`src/rtl/core/fjvi_pkg.sv`:
```
`timescale 1ns / 1ps

package fjvi_pkg;

    // Width of the exact intermediate arithmetic and of one multiplier limb.
    localparam int WW      = 256;
    localparam int LIMB_W  = 32;
    localparam int ACC_W   = 64;
    localparam int COF_W   = 129;
    localparam int NUM_ENT = 9;

    // Operand sources for the wide multiply-accumulate unit.
    localparam logic [1:0] SRC_JAC = 2'd0;
    localparam logic [1:0] SRC_COF = 2'd1;
    localparam logic [1:0] SRC_DET = 2'd2;
    localparam logic [1:0] SRC_WGT = 2'd3;

    typedef struct packed {
        logic signed [31:0] pos_x;
        logic signed [31:0] pos_y;
        logic signed [31:0] pos_z;
        logic signed [31:0] grad_x;
        logic signed [31:0] grad_y;
        logic signed [31:0] grad_z;
        logic [30:0]        quad_weight;
        logic               last_vertex;
    } in_item_t;

    typedef struct packed {
        logic [30:0]        volume;
        logic signed [31:0] inv_r0c0;
        logic signed [31:0] inv_r0c1;
        logic signed [31:0] inv_r0c2;
        logic signed [31:0] inv_r1c0;
        logic signed [31:0] inv_r1c1;
        logic signed [31:0] inv_r1c2;
        logic signed [31:0] inv_r2c0;
        logic signed [31:0] inv_r2c1;
        logic signed [31:0] inv_r2c2;
        logic               singular;
    } out_item_t;

    // One step of the wide product programme.
    typedef struct packed {
        logic [1:0] src_a;
        logic [3:0] idx_a;
        logic [1:0] src_b;
        logic [3:0] idx_b;
        logic       neg;
        logic       clr;
        logic       st_cof;
        logic       st_det;
        logic       st_vol;
    } op_t;

    typedef struct packed {
        logic       capture;
        logic       acc_mul;
        logic       acc_clear;
        logic       clr_wide;
        logic       ld_a;
        logic       ld_b;
        logic [1:0] src;
        logic [3:0] idx;
        logic       mul_issue;
        logic [2:0] li;
        logic [2:0] lj;
        logic       neg;
        logic       st_cof;
        logic       st_det;
        logic       st_vol;
        logic       div_ld;
        logic       div_step;
        logic       div_st;
        logic       out_load;
        logic       out_singular;
    } dp_cmd_t;

    typedef struct packed {
        logic last_vertex;
        logic det_zero;
    } dp_sts_t;

    localparam logic [4:0] OP_FIRST_DET = 5'd18;
    localparam logic [4:0] OP_VOL       = 5'd21;

    // Jacobian indices {a, b, c, d} of cofactor n: C = Ja*Jb - Jc*Jd.
    function automatic logic [15:0] cof_terms(input logic [3:0] n);
        case (n)
            4'd0:    cof_terms = 16'h4857;
            4'd1:    cof_terms = 16'h5638;
            4'd2:    cof_terms = 16'h3746;
            4'd3:    cof_terms = 16'h7281;
            4'd4:    cof_terms = 16'h8062;
            4'd5:    cof_terms = 16'h6170;
            4'd6:    cof_terms = 16'h1524;
            4'd7:    cof_terms = 16'h2305;
            4'd8:    cof_terms = 16'h0413;
            default: cof_terms = 16'h0000;
        endcase
    endfunction

    function automatic op_t op_decode(input logic [4:0] op);
        op_t         d;
        logic [15:0] t;
        d = '0;
        t = cof_terms(op[4:1]);
        if (op < OP_FIRST_DET) begin
            d.src_a = SRC_JAC;
            d.src_b = SRC_JAC;
            if (!op[0]) begin
                d.idx_a = t[15:12];
                d.idx_b = t[11:8];
                d.clr   = 1'b1;
            end else begin
                d.idx_a  = t[7:4];
                d.idx_b  = t[3:0];
                d.neg    = 1'b1;
                d.st_cof = 1'b1;
            end
        end else if (op < OP_VOL) begin
            d.src_a  = SRC_JAC;
            d.src_b  = SRC_COF;
            d.idx_a  = 4'(op - OP_FIRST_DET);
            d.idx_b  = 4'(op - OP_FIRST_DET);
            d.clr    = (op == OP_FIRST_DET);
            d.st_det = (op == OP_VOL - 5'd1);
        end else begin
            d.src_a  = SRC_DET;
            d.src_b  = SRC_WGT;
            d.clr    = 1'b1;
            d.st_vol = 1'b1;
        end
        return d;
    endfunction

    function automatic logic [2:0] src_limbs(input logic [1:0] src);
        case (src)
            SRC_JAC: src_limbs = 3'd2;
            SRC_COF: src_limbs = 3'd4;
            SRC_DET: src_limbs = 3'd6;
            default: src_limbs = 3'd1;
        endcase
    endfunction

    function automatic logic [1:0] ent_row(input logic [3:0] k);
        case (k)
            4'd0, 4'd1, 4'd2: ent_row = 2'd0;
            4'd3, 4'd4, 4'd5: ent_row = 2'd1;
            default:          ent_row = 2'd2;
        endcase
    endfunction

    function automatic logic [1:0] ent_col(input logic [3:0] k);
        case (k)
            4'd0, 4'd3, 4'd6: ent_col = 2'd0;
            4'd1, 4'd4, 4'd7: ent_col = 2'd1;
            default:          ent_col = 2'd2;
        endcase
    endfunction

    function automatic logic [3:0] transpose_idx(input logic [3:0] e);
        case (e)
            4'd1:    transpose_idx = 4'd3;
            4'd2:    transpose_idx = 4'd6;
            4'd3:    transpose_idx = 4'd1;
            4'd5:    transpose_idx = 4'd7;
            4'd6:    transpose_idx = 4'd2;
            4'd7:    transpose_idx = 4'd5;
            default: transpose_idx = e;
        endcase
    endfunction

    function automatic logic [WW-1:0] f_abs(input logic [WW-1:0] x);
        return x[WW-1] ? (~x + WW'(1)) : x;
    endfunction

endpackage

```
`src/rtl/core/fjvi_ctrl.sv`:
```
`timescale 1ns / 1ps

module fjvi_ctrl #(
    parameter int DATA_WIDTH = 32
) (
    input  logic              aclk,
    input  logic              aresetn,
    input  logic              s_valid,
    output logic              s_ready,
    output logic              m_valid,
    input  logic              m_ready,
    output fjvi_pkg::dp_cmd_t cmd,
    input  fjvi_pkg::dp_sts_t sts
);
    import fjvi_pkg::*;

    localparam int IN_W = (DATA_WIDTH < 32) ? DATA_WIDTH : 32;
    localparam int K    = IN_W - 1;
    localparam int DS_W = $clog2(IN_W);

    localparam logic [3:0] S_IDLE    = 4'd0;
    localparam logic [3:0] S_ACC     = 4'd1;
    localparam logic [3:0] S_LDA     = 4'd2;
    localparam logic [3:0] S_LDB     = 4'd3;
    localparam logic [3:0] S_MUL     = 4'd4;
    localparam logic [3:0] S_DRAIN   = 4'd5;
    localparam logic [3:0] S_STORE   = 4'd6;
    localparam logic [3:0] S_DIVLD   = 4'd7;
    localparam logic [3:0] S_DIVSTEP = 4'd8;
    localparam logic [3:0] S_DIVST   = 4'd9;
    localparam logic [3:0] S_OUT     = 4'd10;

    logic [3:0]      state_reg, state_next;
    logic [3:0]      cnt_reg, cnt_next;
    logic [4:0]      op_reg, op_next;
    logic [2:0]      li_reg, li_next, lj_reg, lj_next;
    logic [2:0]      na_reg, na_next, nb_reg, nb_next;
    logic [3:0]      e_reg, e_next;
    logic [DS_W-1:0] ds_reg, ds_next;
    logic            mv_reg, mv_next;
    logic            sing_reg, sing_next;
    op_t             cur_op;

    assign cur_op  = op_decode(op_reg);
    assign s_ready = (state_reg == S_IDLE);
    assign m_valid = mv_reg;

    always_comb begin
        state_next = state_reg;
        cnt_next   = cnt_reg;
        op_next    = op_reg;
        li_next    = li_reg;
        lj_next    = lj_reg;
        na_next    = na_reg;
        nb_next    = nb_reg;
        e_next     = e_reg;
        ds_next    = ds_reg;
        sing_next  = sing_reg;
        cmd        = '0;
        case (state_reg)
            S_IDLE: begin
                if (s_valid) begin
                    cmd.capture = 1'b1;
                    cnt_next    = '0;
                    state_next  = S_ACC;
                end
            end
            S_ACC: begin
                if (cnt_reg != 4'(NUM_ENT)) begin
                    cmd.acc_mul = 1'b1;
                    cmd.idx     = cnt_reg;
                    cnt_next    = cnt_reg + 4'd1;
                end else if (sts.last_vertex) begin
                    op_next    = '0;
                    state_next = S_LDA;
                end else begin
                    state_next = S_IDLE;
                end
            end
            S_LDA: begin
                cmd.ld_a     = 1'b1;
                cmd.src      = cur_op.src_a;
                cmd.idx      = cur_op.idx_a;
                cmd.clr_wide = cur_op.clr;
                na_next      = src_limbs(cur_op.src_a);
                state_next   = S_LDB;
            end
            S_LDB: begin
                cmd.ld_b   = 1'b1;
                cmd.src    = cur_op.src_b;
                cmd.idx    = cur_op.idx_b;
                nb_next    = src_limbs(cur_op.src_b);
                li_next    = '0;
                lj_next    = '0;
                state_next = S_MUL;
            end
            S_MUL: begin
                cmd.mul_issue = 1'b1;
                cmd.li        = li_reg;
                cmd.lj        = lj_reg;
                cmd.neg       = cur_op.neg;
                if (lj_reg == nb_reg - 3'd1) begin
                    lj_next = '0;
                    if (li_reg == na_reg - 3'd1) begin
                        state_next = S_DRAIN;
                    end else begin
                        li_next = li_reg + 3'd1;
                    end
                end else begin
                    lj_next = lj_reg + 3'd1;
                end
            end
            S_DRAIN: begin
                state_next = S_STORE;
            end
            S_STORE: begin
                cmd.st_cof = cur_op.st_cof;
                cmd.st_det = cur_op.st_det;
                cmd.st_vol = cur_op.st_vol;
                cmd.idx    = op_reg[4:1];
                if (cur_op.st_vol) begin
                    e_next     = '0;
                    state_next = S_DIVLD;
                end else if (cur_op.st_det && sts.det_zero) begin
                    sing_next  = 1'b1;
                    state_next = S_OUT;
                end else begin
                    op_next    = op_reg + 5'd1;
                    state_next = S_LDA;
                end
            end
            S_DIVLD: begin
                cmd.div_ld = 1'b1;
                cmd.src    = SRC_COF;
                cmd.idx    = transpose_idx(e_reg);
                ds_next    = '0;
                state_next = S_DIVSTEP;
            end
            S_DIVSTEP: begin
                cmd.div_step = 1'b1;
                if (ds_reg == DS_W'(K)) begin
                    state_next = S_DIVST;
                end else begin
                    ds_next = ds_reg + DS_W'(1);
                end
            end
            S_DIVST: begin
                cmd.div_st = 1'b1;
                cmd.idx    = e_reg;
                if (e_reg == 4'(NUM_ENT - 1)) begin
                    sing_next  = 1'b0;
                    state_next = S_OUT;
                end else begin
                    e_next     = e_reg + 4'd1;
                    state_next = S_DIVLD;
                end
            end
            S_OUT: begin
                if (!mv_reg || m_ready) begin
                    cmd.out_load     = 1'b1;
                    cmd.out_singular = sing_reg;
                    cmd.acc_clear    = 1'b1;
                    state_next       = S_IDLE;
                end
            end
            default: begin
                state_next = S_IDLE;
            end
        endcase
    end

    always_comb begin
        if (cmd.out_load) begin
            mv_next = 1'b1;
        end else if (m_ready) begin
            mv_next = 1'b0;
        end else begin
            mv_next = mv_reg;
        end
    end

    always_ff @(posedge aclk) begin
        if (!aresetn) begin
            state_reg <= S_IDLE;
            cnt_reg   <= '0;
            op_reg    <= '0;
            li_reg    <= '0;
            lj_reg    <= '0;
            na_reg    <= 3'd1;
            nb_reg    <= 3'd1;
            e_reg     <= '0;
            ds_reg    <= '0;
            mv_reg    <= 1'b0;
            sing_reg  <= 1'b0;
        end else begin
            state_reg <= state_next;
            cnt_reg   <= cnt_next;
            op_reg    <= op_next;
            li_reg    <= li_next;
            lj_reg    <= lj_next;
            na_reg    <= na_next;
            nb_reg    <= nb_next;
            e_reg     <= e_next;
            ds_reg    <= ds_next;
            mv_reg    <= mv_next;
            sing_reg  <= sing_next;
        end
    end

    a_out_free: assert property (@(posedge aclk) disable iff (!aresetn)
        cmd.out_load |-> (!mv_reg || m_ready))
        else $error("result overwritten while still waiting");

    a_limb_range: assert property (@(posedge aclk) disable iff (!aresetn)
        (state_reg == S_MUL) |-> (li_reg < na_reg && lj_reg < nb_reg))
        else $error("limb counter beyond operand length");

    a_capture: assert property (@(posedge aclk) disable iff (!aresetn)
        (s_valid && s_ready) |=> (state_reg == S_ACC))
        else $error("accepted transaction not accumulated");

endmodule

```
`config.mk`:
```
export PLATFORM = sky130hd
export DESIGN_NAME = fjvi_ctrl
export DESIGN_NICKNAME = d
export VERILOG_FILES = /design/src/rtl/core/fjvi_pkg.sv /design/src/rtl/core/fjvi_ctrl.sv
export SDC_FILE = /design/constraint.sdc
export NUM_CORES = 1
export LEC_CHECK = 0
export CAP_MARGIN = 20
export CORE_ASPECT_RATIO = 0.8
export CORE_MARGIN = 3
export CORE_UTILIZATION = 25
export CTS_CLUSTER_DIAMETER = 60
export DETAILED_ROUTE_END_ITERATION = 6
export DONT_BUFFER_PORTS = 1
export GPL_TIMING_DRIVEN = 0
export SETUP_SLACK_MARGIN = 0.1
export SLEW_MARGIN = 20
export SYNTH_ARGS = -nofsm -noshare
export SYNTH_HDL_FRONTEND = slang
export SYNTH_SLANG_ARGS = --single-unit
```
`constraint.sdc`:
```
create_clock -name aclk -period 5.1 [get_ports aclk]
set_clock_uncertainty 0.2 [all_clocks]
set_input_delay 0.255 -clock aclk [delete_from_list [all_inputs] [get_ports aclk]]
set_output_delay 0.255 -clock aclk [all_outputs]
set_load 0.01 [all_outputs]
```
==> results.json, run 1 <==
{
  "status": "finished, final reports clean",
  "vias_per_cell": 5.03,
  "synthTopCellsByCount": "52 x dfxtp_1, 32 x nor2_1, 30 x nand2_1, 24 x ha_1, 24 x inv_1",
  "ys_warn_count": 0,
  "critPathKind": "register to register",
  "rsz0062_at_grt": "false",
  "hold_ws_ns": 0.0493,
  "clk_latency_ns": 0.30,
  "synth_area_leaders": "dfxtp_1 32%, ha_1 9.2%, nor2_1 3.7%, nand2_1 3.5%, a21oi_1 2.9%",
  "finalHoldViolCount": 0,
  "htreeDepth": 2,
  "cts_buffers": 5,
  "final_antenna_net_count": 0,
  "grt_max_degree": 16,
  "finalNetCount": 424,
  "antenna_found_initial": 0,
  "routed_wl_um": 9060,
  "leakagePower_nw": 1.49,
  "gp_congestion": 0.876,
  "synth-seq-cells": 52,
  "cts_root_buf": "clkbuf_16",
  "netlist_area_um2": 3260,
  "synth.distinct_cells": 70,
  "period_share_pct": 69.1,
  "cts.sinks": 52,
  "wl_per_cell_um": 16.0,
  "hold_start": "m_ready",
  "p_int_mw": 0.685,
  "initial_utilization_pct": 26.2,
  "path_cells": "inv_1, ha_1, a21oi_1, nand3_1, o2111a_1, a211oi_4, nand2b_1, inv_1, ha_1, o21a_1, o22ai_1",
  "whs_endpoint": "m_valid",
  "utilization_pct": 29.4,
  "finalCriticalPeriod_ns": 3.52,
  "rows": 36,
  "portBuffers": 0,
  "cts_tree": "built",
  "drive_above_1_share_pct": 8.86,
  "arrival_ns": 3.53,
  "dieArea_um2": 14400,
  "crit_buf_inv": 2,
  "maxCapViolCount": 0,
  "hold_depth": 3,
  "avgSynthCellArea_um2": 8.42,
  "reg2reg_slack_ns": 1.58,
  "core_area_um2": 12400,
  "grt_pass1_wl_um": 14100,
  "p_comb_share_pct": 6.0,
  "p_seq_share_pct": 47.0,
  "holdBufCountCts": 0,
  "cts_buffer_depth": 2,
  "chipWidth_um": 134,
  "die_y_um": 108,
  "cp-start-kind": "register",
  "syn2layout_area_growth_pct": 12.2,
  "post-route-drc-count": 0,
  "post_cts_buffers": 0,
  "fin_ws_ns": 1.58,
  "yosysTopAreaCell": "dfxtp_1",
  "swShare_pct": 22.0,
  "cp_max_fo": 9,
  "clock_power_share_pct": 47.0,
  "r2r-start": "op_reg[1]",
  "synth_cells": 387,
  "synth_edf_count": 0,
  "cts_resized": 0,
  "yosysSeqAreaShare_pct": 32.0,
  "synth_fp_nets": 417,
  "ir_drop_uv": 119,
  "overflow": 0,
  "vias": 2846,
  "antenna_cells": 0,
  "relSlewSlack_pct": 48.3,
  "fmax_ghz": 0.284,
  "hold_class": "input pin to register",
  "switching_power_mw": 0.193,
  "place_ws_ns": 1.68,
  "finalSetupViolations": 0,
  "yosysMostFrequentCell": "dfxtp_1",
  "drt_iter0_markers": 300,
  "reg2regPathDepth": 11,
  "p_per_area_nw_per_um2": 240,
  "tightest_slew_ns": 0.768,
  "clkTransAtPathRegs_ns": 0.07,
  "dr.pass1.iters": 5,
  "cp_top_family": "compound AO/OA/AOI/OAI gates",
  "synth_top_cell_area_share_pct": 32.0,
  "ys.flop_type": "dfxtp_1",
  "required_ns": 5.10,
  "grt_usage_pct": 12.2,
  "synthArstFlopShare_pct": 0,
  "setup_tns_ns": 0,
  "slew_viol_final": 0,
  "max_stage_delay_ns": 0.53,
  "num_io_pins": 36,
  "dp_hpwl_um": 6950,
  "crit_slowest_cell": "dfxtp_1",
  "crit_path_end_kind": "register",
  "grt_pass1_vias": 2640
}
area by class of cell:
cell class / instances / area (um2)
fillers: 1352 / 8780
multi-input cells: 289 / 2010
flip-flops and latches: 52 / 1040
well taps: 171 / 214
clock buffers: 7 / 153
plain buffers: 21 / 109
inverters: 25 / 93.8
clock inverters: 1 / 30.0
worst max path at each step:
stage,end,depth (start not counted),from
after floorplan,register,11,op_reg[1]
after detailed placement,register,11,op_reg[1]
after global placement,register,11,op_reg[1]
final,register,11,op_reg[1]
after CTS,register,11,op_reg[1]
after global routing,register,11,op_reg[1]
metrics by stage:
stage                     total power, mW  std cells  cell area, um2
after floorplan                     0.459        387            3260
after global placement              0.474        558            3470
after detailed placement            0.475        558            3470
after CTS                           0.883        566            3650
after global routing                0.903        566            3650
final                               0.878        566            3650
placed cells by master, fill, tap and decap left out, types with 4 or more instances in the layout:
cell	n
and2_1	8
o21a_1	9
nand2_1	30
a221oi_1	5
nor2_1	32
xnor2_1	5
o211ai_1	4
clkbuf_1	8
dfxtp_1	52
o21ai_0	15
buf_2	9
ha_1	24
nor3b_1	4
nand4_1	4
xor2_1	8
inv_1	24
and3_1	12
nand3_1	15
mux2i_1	7
a21oi_1	19
nor2b_1	12
nand2b_1	9
clkbuf_16	5
a21boi_0	4
nor3_1	6
cell families (layout without fill, tap and decap cells):
group | after synthesis | after routing | share of synthesized area [%]
flip-flops | 52 | 52 | 32.0
adder cells (fa/ha/maj) | 25 | 25 | 9.53
XOR/XNOR | 14 | 14 | 4.23
buffers and inverters | 46 | 54 | 6.22
AO/OA/AOI/OAI | 91 | 91 | 20.1
AND/OR/NAND/NOR | 151 | 151 | 25.5
multiplexers | 8 | 8 | 2.50
per-layer routing:
metal / track usage, % / wire (um) / vias to the layer above
li1: - / - / 1392
met4: 2.28 / 113 / 0
met1: 16.9 / 4310 / 1344
met5: 0 / 0 / -
met2: 19.5 / 4000 / 96
met3: 3.35 / 631 / 14
power groups by stage:
stage | Clock (mW) | Sequential, mW | Combinational (mW)
floorplan | 0 | 0.421 | 0.0383
finish | 0.413 | 0.413 | 0.0529
global placement | 0 | 0.422 | 0.0517
global route | 0.432 | 0.413 | 0.0579
detailed placement | 0 | 0.422 | 0.0530
CTS | 0.418 | 0.413 | 0.0532
worst register-to-register path: stages (launching register included):
cell	delay [ns]
dfxtp_1	0.53
inv_1	0.16
ha_1	0.25
a21oi_1	0.28
nand3_1	0.25
o2111a_1	0.35
a211oi_4	0.40
nand2b_1	0.27
inv_1	0.07
ha_1	0.29
o21a_1	0.18
o22ai_1	0.21
Power figures use the tool's default switching activity.
==> inputs of run 2 (changes only) <==
--- a/config.mk
+++ b/config.mk
@@ -5,6 +5,7 @@
 export SDC_FILE = /design/constraint.sdc
 export NUM_CORES = 1
 export LEC_CHECK = 0
+export ABC_AREA = 1
 export CAP_MARGIN = 20
 export CORE_ASPECT_RATIO = 0.8
 export CORE_MARGIN = 3
==> constraint.sdc (replaced) <==
create_clock -name aclk -period 2.84 [get_ports aclk]
set_clock_uncertainty 0.2 [all_clocks]
set_input_delay 0.142 -clock aclk [delete_from_list [all_inputs] [get_ports aclk]]
set_output_delay 0.142 -clock aclk [all_outputs]
set_load 0.01 [all_outputs]
==> results.json, run 2 <==
{
  "finalPower_mw": 1.67,
  "num_io_pins": 36,
  "crit_top_cell": "nand2_2",
  "finalNetCount": 494,
  "avgSynthCellArea_um2": 7.26,
  "antenna_cells": 0,
  "post-route-drc-count": 0,
  "path_cells": "inv_1, ha_1, nand2_2, nand2_2, nor2_4, nand3_2, nand2_2, nand2_4, nand2_2, nand2_2, nand3_4, inv_1, ha_2, inv_1, nand4_1, nand3_1, nand2_1",
  "gp_congestion": 0.885,
  "initial_utilization_pct": 26.1,
  "grt_pass1_vias": 2804,
  "status": "finished, final reports clean",
  "synth_fp_nets": 475,
  "clk_latency_ns": 0.30,
  "cp_max_fo": 8,
  "cts_tree": "built",
  "syn2layout_area_growth_pct": 16.0,
  "yosysMostFrequentCell": "nand2_1",
  "cp-start-kind": "register",
  "cts_buffer_depth": 2,
  "synth-seq-cells": 52,
  "maxCapViolCount": 0,
  "hold_class": "input pin to register",
  "antenna_found_initial": 0,
  "drt_iter0_markers": 219,
  "ys.flop_type": "dfxtp_1",
  "finalCriticalPeriod_ns": 2.60,
  "grt_usage_pct": 12.2,
  "final_cell_mix": "79 x nand2_1, 62 x inv_1, 50 x dfxtp_1, 40 x nor2_1, 38 x a21oi_1",
  "fmax_ghz": 0.384,
  "die_y_um": 108,
  "grt_pass1_wl_um": 14300,
  "finalHoldViolCount": 0,
  "wl_per_cell_um": 13.9,
  "required_ns": 2.84,
  "ys_warn_count": 0,
  "yosysSeqAreaShare_pct": 32.2,
  "p_per_area_nw_per_um2": 445,
  "final_common_cell": "nand2_1",
  "grt_max_degree": 20,
  "synth_area_leaders": "dfxtp_1 32%, ha_1 9.3%, nand2_1 9.3%, inv_1 7.3%, a21oi_1 5.9%",
  "dr.pass1.iters": 4,
  "tightest_slew_ns": 0.733,
  "synthTopCellsByCount": "80 x nand2_1, 63 x inv_1, 52 x dfxtp_1, 41 x nor2_1, 38 x a21oi_1",
  "vias": 2971,
  "arrival_ns": 2.61,
  "cts_root_buf": "clkbuf_16",
  "ir_drop_uv": 257,
  "vias_per_cell": 4.67,
  "period_share_pct": 91.7,
  "clkTransAtPathRegs_ns": 0.08,
  "finalSetupViolations": 0,
  "crit_slowest_cell": "dfxtp_4",
  "synth_top_cell_area_share_pct": 32.2,
  "drive_above_1_share_pct": 15.1,
  "synth_edf_count": 0,
  "max_stage_delay_ns": 0.38,
  "slew_viol_final": 0,
  "htreeDepth": 2,
  "synth.distinct_cells": 40,
  "rsz0062_at_grt": "true",
  "final_antenna_net_count": 0,
  "crit_path_end_kind": "register",
  "netlist_area_um2": 3230,
  "critPathKind": "register to register",
  "dieArea_um2": 14300,
  "rows": 36,
  "cts_buffers": 5,
  "setup_tns_ns": 0,
  "routed_wl_um": 8820,
  "chipWidth_um": 133,
  "cts.sinks": 52,
  "overflow": 0,
  "yosysTopAreaCell": "dfxtp_1",
  "portBuffers": 0,
  "dp_hpwl_um": 6820,
  "leakagePower_nw": 1.58,
  "synthArstFlopShare_pct": 0,
  "synth_cells": 445,
  "relSlewSlack_pct": 50.7,
  "core_area_um2": 12400
}
-- run 2: changes by cell type in the layout (fill, tap and decap cells not counted), moves of 9 or more --
cell and change:
buf_2 -9, nand2b_1 -9, nand2_1 +49, nor2b_1 -12, and3_1 -12, a21oi_1 +19
o21a_1 -9, o21ai_0 +10, nor3_1 +10, inv_1 +38, nand2_2 +12
-- run 2: report_power, final --
part	internal (mW)	switching, mW
Clock	0.340	0.309
Combinational	0.0742	0.175
Sequential	0.749	0.0182
Total	1.16	0.502
-- run 2: per-layer routing --
layer | track usage, % | routed length (um) | share of wire, %
met5 | 0 | 0 | 0
met4 | 2.23 | 122 | 1.4
met3 | 2.15 | 532 | 6.0
met2 | 20.4 | 4030 | 46
met1 | 16.7 | 4130 | 47
-- run 2: final cells by class --
cell class	instances	area, um2
plain buffers	10	78.8
fillers	1317	8640
flip-flops and latches	52	1050
well taps	171	214
clock buffers	5	125
clock inverters	3	28.8
multi-input cells	317	1900
inverters	66	251
repair buffers	12	103
-- run 2: path summary, 6_finish.rpt --
kind / to / depth (start not counted) / slack, ns / startpoint
worst min register to register: na_reg[1] / 2 / 0.27 / na_reg[1]
worst max-delay path: register / 17 / 0.24 / op_reg[1]
worst max register to register: register / 17 / 0.24 / op_reg[1]
worst min-delay path: state_reg[1] / 4 / 0.09 / s_valid
-- run 2: kinds of logic after synthesis --
logic type               count (synthesis)  share of synthesized area, %
AO/OA/AOI/OAI                           82                          14.7
multiplexers                             1                         0.310
AND/OR/NAND/NOR                        201                          30.9
buffers and inverters                   76                          10.1
adder cells (fa/ha/maj)                 24                          9.30
XOR/XNOR                                 9                          2.44
flip-flops                              52                          32.2
-- run 2: what timing repair did --
action | CTS | global route
buffers inserted | 0 | 7
hold endpoints to repair | 7 | 0
pin swaps | 0 | 2
resized for setup | 4 | 9
hold buffers | 5 | 0
gates cloned | 0 | 0
endpoints found under the setup margin | 6 | 10
-- run 2: critical path: cells and delay by family, from the launching register on --
kind | cells | cell delay [ns]
simple gates | 12 | 1.30
fa+ha+maj | 2 | 0.39
flops | 1 | 0.38
buf+inv | 3 | 0.24
-- run 2: metrics by stage --
step | utilization, % | cell area [um2] | std cells | worst slack, ns | hold WS (ns)
global route | 30.2 | 3750 | 636 | 0.0691 | 0.136
detailed placement | 27.8 | 3440 | 616 | 0.0352 | 0.190
CTS | 29.6 | 3660 | 629 | 0.120 | 0.0830
finish | 30.2 | 3750 | 636 | 0.236 | 0.0879
global placement | 27.8 | 3440 | 616 | 0.0533 | 0.184
floorplan | - | 3230 | 445 | 0.410 | 0.171
==> inputs of run 3 (changes only) <==
--- a/config.mk
+++ b/config.mk
@@ -14,6 +14,7 @@
 export DETAILED_ROUTE_END_ITERATION = 6
 export DONT_BUFFER_PORTS = 1
 export GPL_TIMING_DRIVEN = 0
+export PLACE_DENSITY = 0.44
 export SETUP_SLACK_MARGIN = 0.1
 export SLEW_MARGIN = 20
 export SYNTH_ARGS = -nofsm -noshare
==> results.json, run 3 (synthesis results as in run 2) <==
{
  "routed_wl_um": 9330,
  "initial_utilization_pct": 26.1,
  "cts.sinks": 52,
  "finalCriticalPeriod_ns": 2.59,
  "cts_buffers": 5,
  "leakagePower_nw": 1.58,
  "vias": 2913,
  "overflow": 0,
  "tightest_slew_ns": 0.715,
  "grt_max_degree": 17,
  "final_antenna_net_count": 0,
  "clk_latency_ns": 0.30,
  "slew_viol_final": 0,
  "htreeDepth": 2,
  "status": "finished, final reports clean",
  "hold_ws_ns": 0.0293,
  "syn2layout_area_growth_pct": 16.9,
  "critPathKind": "register to register",
  "dpl.cell_count": 616,
  "finalNetCount": 495,
  "die_y_um": 108,
  "cts_buffer_depth": 2,
  "dp_hpwl_um": 7140,
  "cts_tree": "built",
  "antenna_found_initial": 0,
  "rsz0062_at_grt": "true",
  "fmax_ghz": 0.386,
  "drt_iter0_markers": 194,
  "place_ws_ns": -0.0297,
  "rows": 36,
  "gp_congestion": 0.836,
  "utilization_pct": 30.5,
  "period_share_pct": 91.1,
  "grt_usage_pct": 13.0,
  "cts_root_buf": "clkbuf_16",
  "finalSetupViolations": 0,
  "clkTransAtPathRegs_ns": 0.07,
  "p_per_area_nw_per_um2": 429,
  "ir_drop_uv": 245,
  "cp-start-kind": "register",
  "maxCapViolCount": 0,
  "dr.pass1.iters": 4,
  "drive_above_1_share_pct": 15.5,
  "grt_pass1_wl_um": 14700,
  "portBuffers": 0,
  "vias_per_cell": 4.57,
  "final_cell_mix": "79 x nand2_1, 62 x inv_1, 50 x dfxtp_1, 40 x nor2_1, 37 x a21oi_1",
  "dieArea_um2": 14300,
  "relSlewSlack_pct": 52.3,
  "stdcell_count": 637,
  "finalHoldViolCount": 0,
  "core_area_um2": 12400,
  "hold_class": "input pin to register",
  "arrival_ns": 2.57,
  "chipWidth_um": 133,
  "grt_pass1_vias": 2741,
  "post-route-drc-count": 0,
  "fillers": 1352,
  "cp_max_fo": 8,
  "required_ns": 2.83,
  "num_io_pins": 36,
  "final_common_cell": "nand2_1",
  "antenna_cells": 0,
  "fin_ws_ns": 0.252,
  "wl_per_cell_um": 14.6,
  "crit_path_end_kind": "register"
}
-- run 3: area by class of cell --
class,count,area (um2),share of cell area [%]
multi-input combinational,317,1930,51.1
sequential,52,1050,27.7
inverter,66,251,6.66
tap,171,214,5.67
clock buffer,6,129,3.41
timing repair buffer,13,110,2.92
buffer,10,78.8,2.09
clock inverter,2,16.3,0.431
-- run 3: what timing repair did --
item,CTS,global route
buffers inserted,0,8
pin swaps,0,4
hold endpoints to repair,7,0
endpoints found under the setup margin,7,10
gates resized for setup,3,16
hold buffers,5,0
-- run 3: power by group --
group / switching (mW) / internal (mW)
logic: 0.175 / 0.0748
clock network: 0.273 / 0.329
registers: 0.0186 / 0.750
-- run 3: layer usage --
metal	global-route usage [%]	routed length, um	share of wire, %	vias up
li1	-	-	-	1506
met1	18.7	4760	51	1346
met2	18.9	3860	41	55
met3	3.79	612	6.6	6
met4	3.49	105	1.1	0
met5	0	0	0	-
-- run 3: through the flow --
step	setup TNS [ns]	cell area, um2	total power, mW
4_1_cts	0	3650	1.64
3_5_place_dp	-0.0466	3440	1.02
5_1_grt	0	3780	1.72
3_3_place_gp	-0.106	3440	1.02
6_report	0	3780	1.62
2_1_floorplan	0	3230	0.963
-- run 3: path summary, 6_finish.rpt --
check | to | slack [ns] | cells after the start | startpoint
worst max-delay path | register | 0.25 | 16 | op_reg[0]
worst min-delay path | state_reg[1] | 0.03 | 4 | s_valid
worst max register to register | register | 0.25 | 16 | op_reg[0]
worst min register to register | nb_reg[1] | 0.26 | 2 | nb_reg[1]
-- run 3: critical path, cell delays in order (launching register included) --
cell	delay [ns]
dfxtp_1	0.36
buf_6	0.16
clkinvlp_4	0.15
ha_1	0.22
nand3_1	0.10
nor2_1	0.06
nand3_2	0.10
nand2_4	0.07
nand2_4	0.14
nand2_4	0.08
nand2_1	0.10
nand3_4	0.12
ha_2	0.23
inv_1	0.07
nand4_1	0.13
nand3_1	0.13
nand2_1	0.05
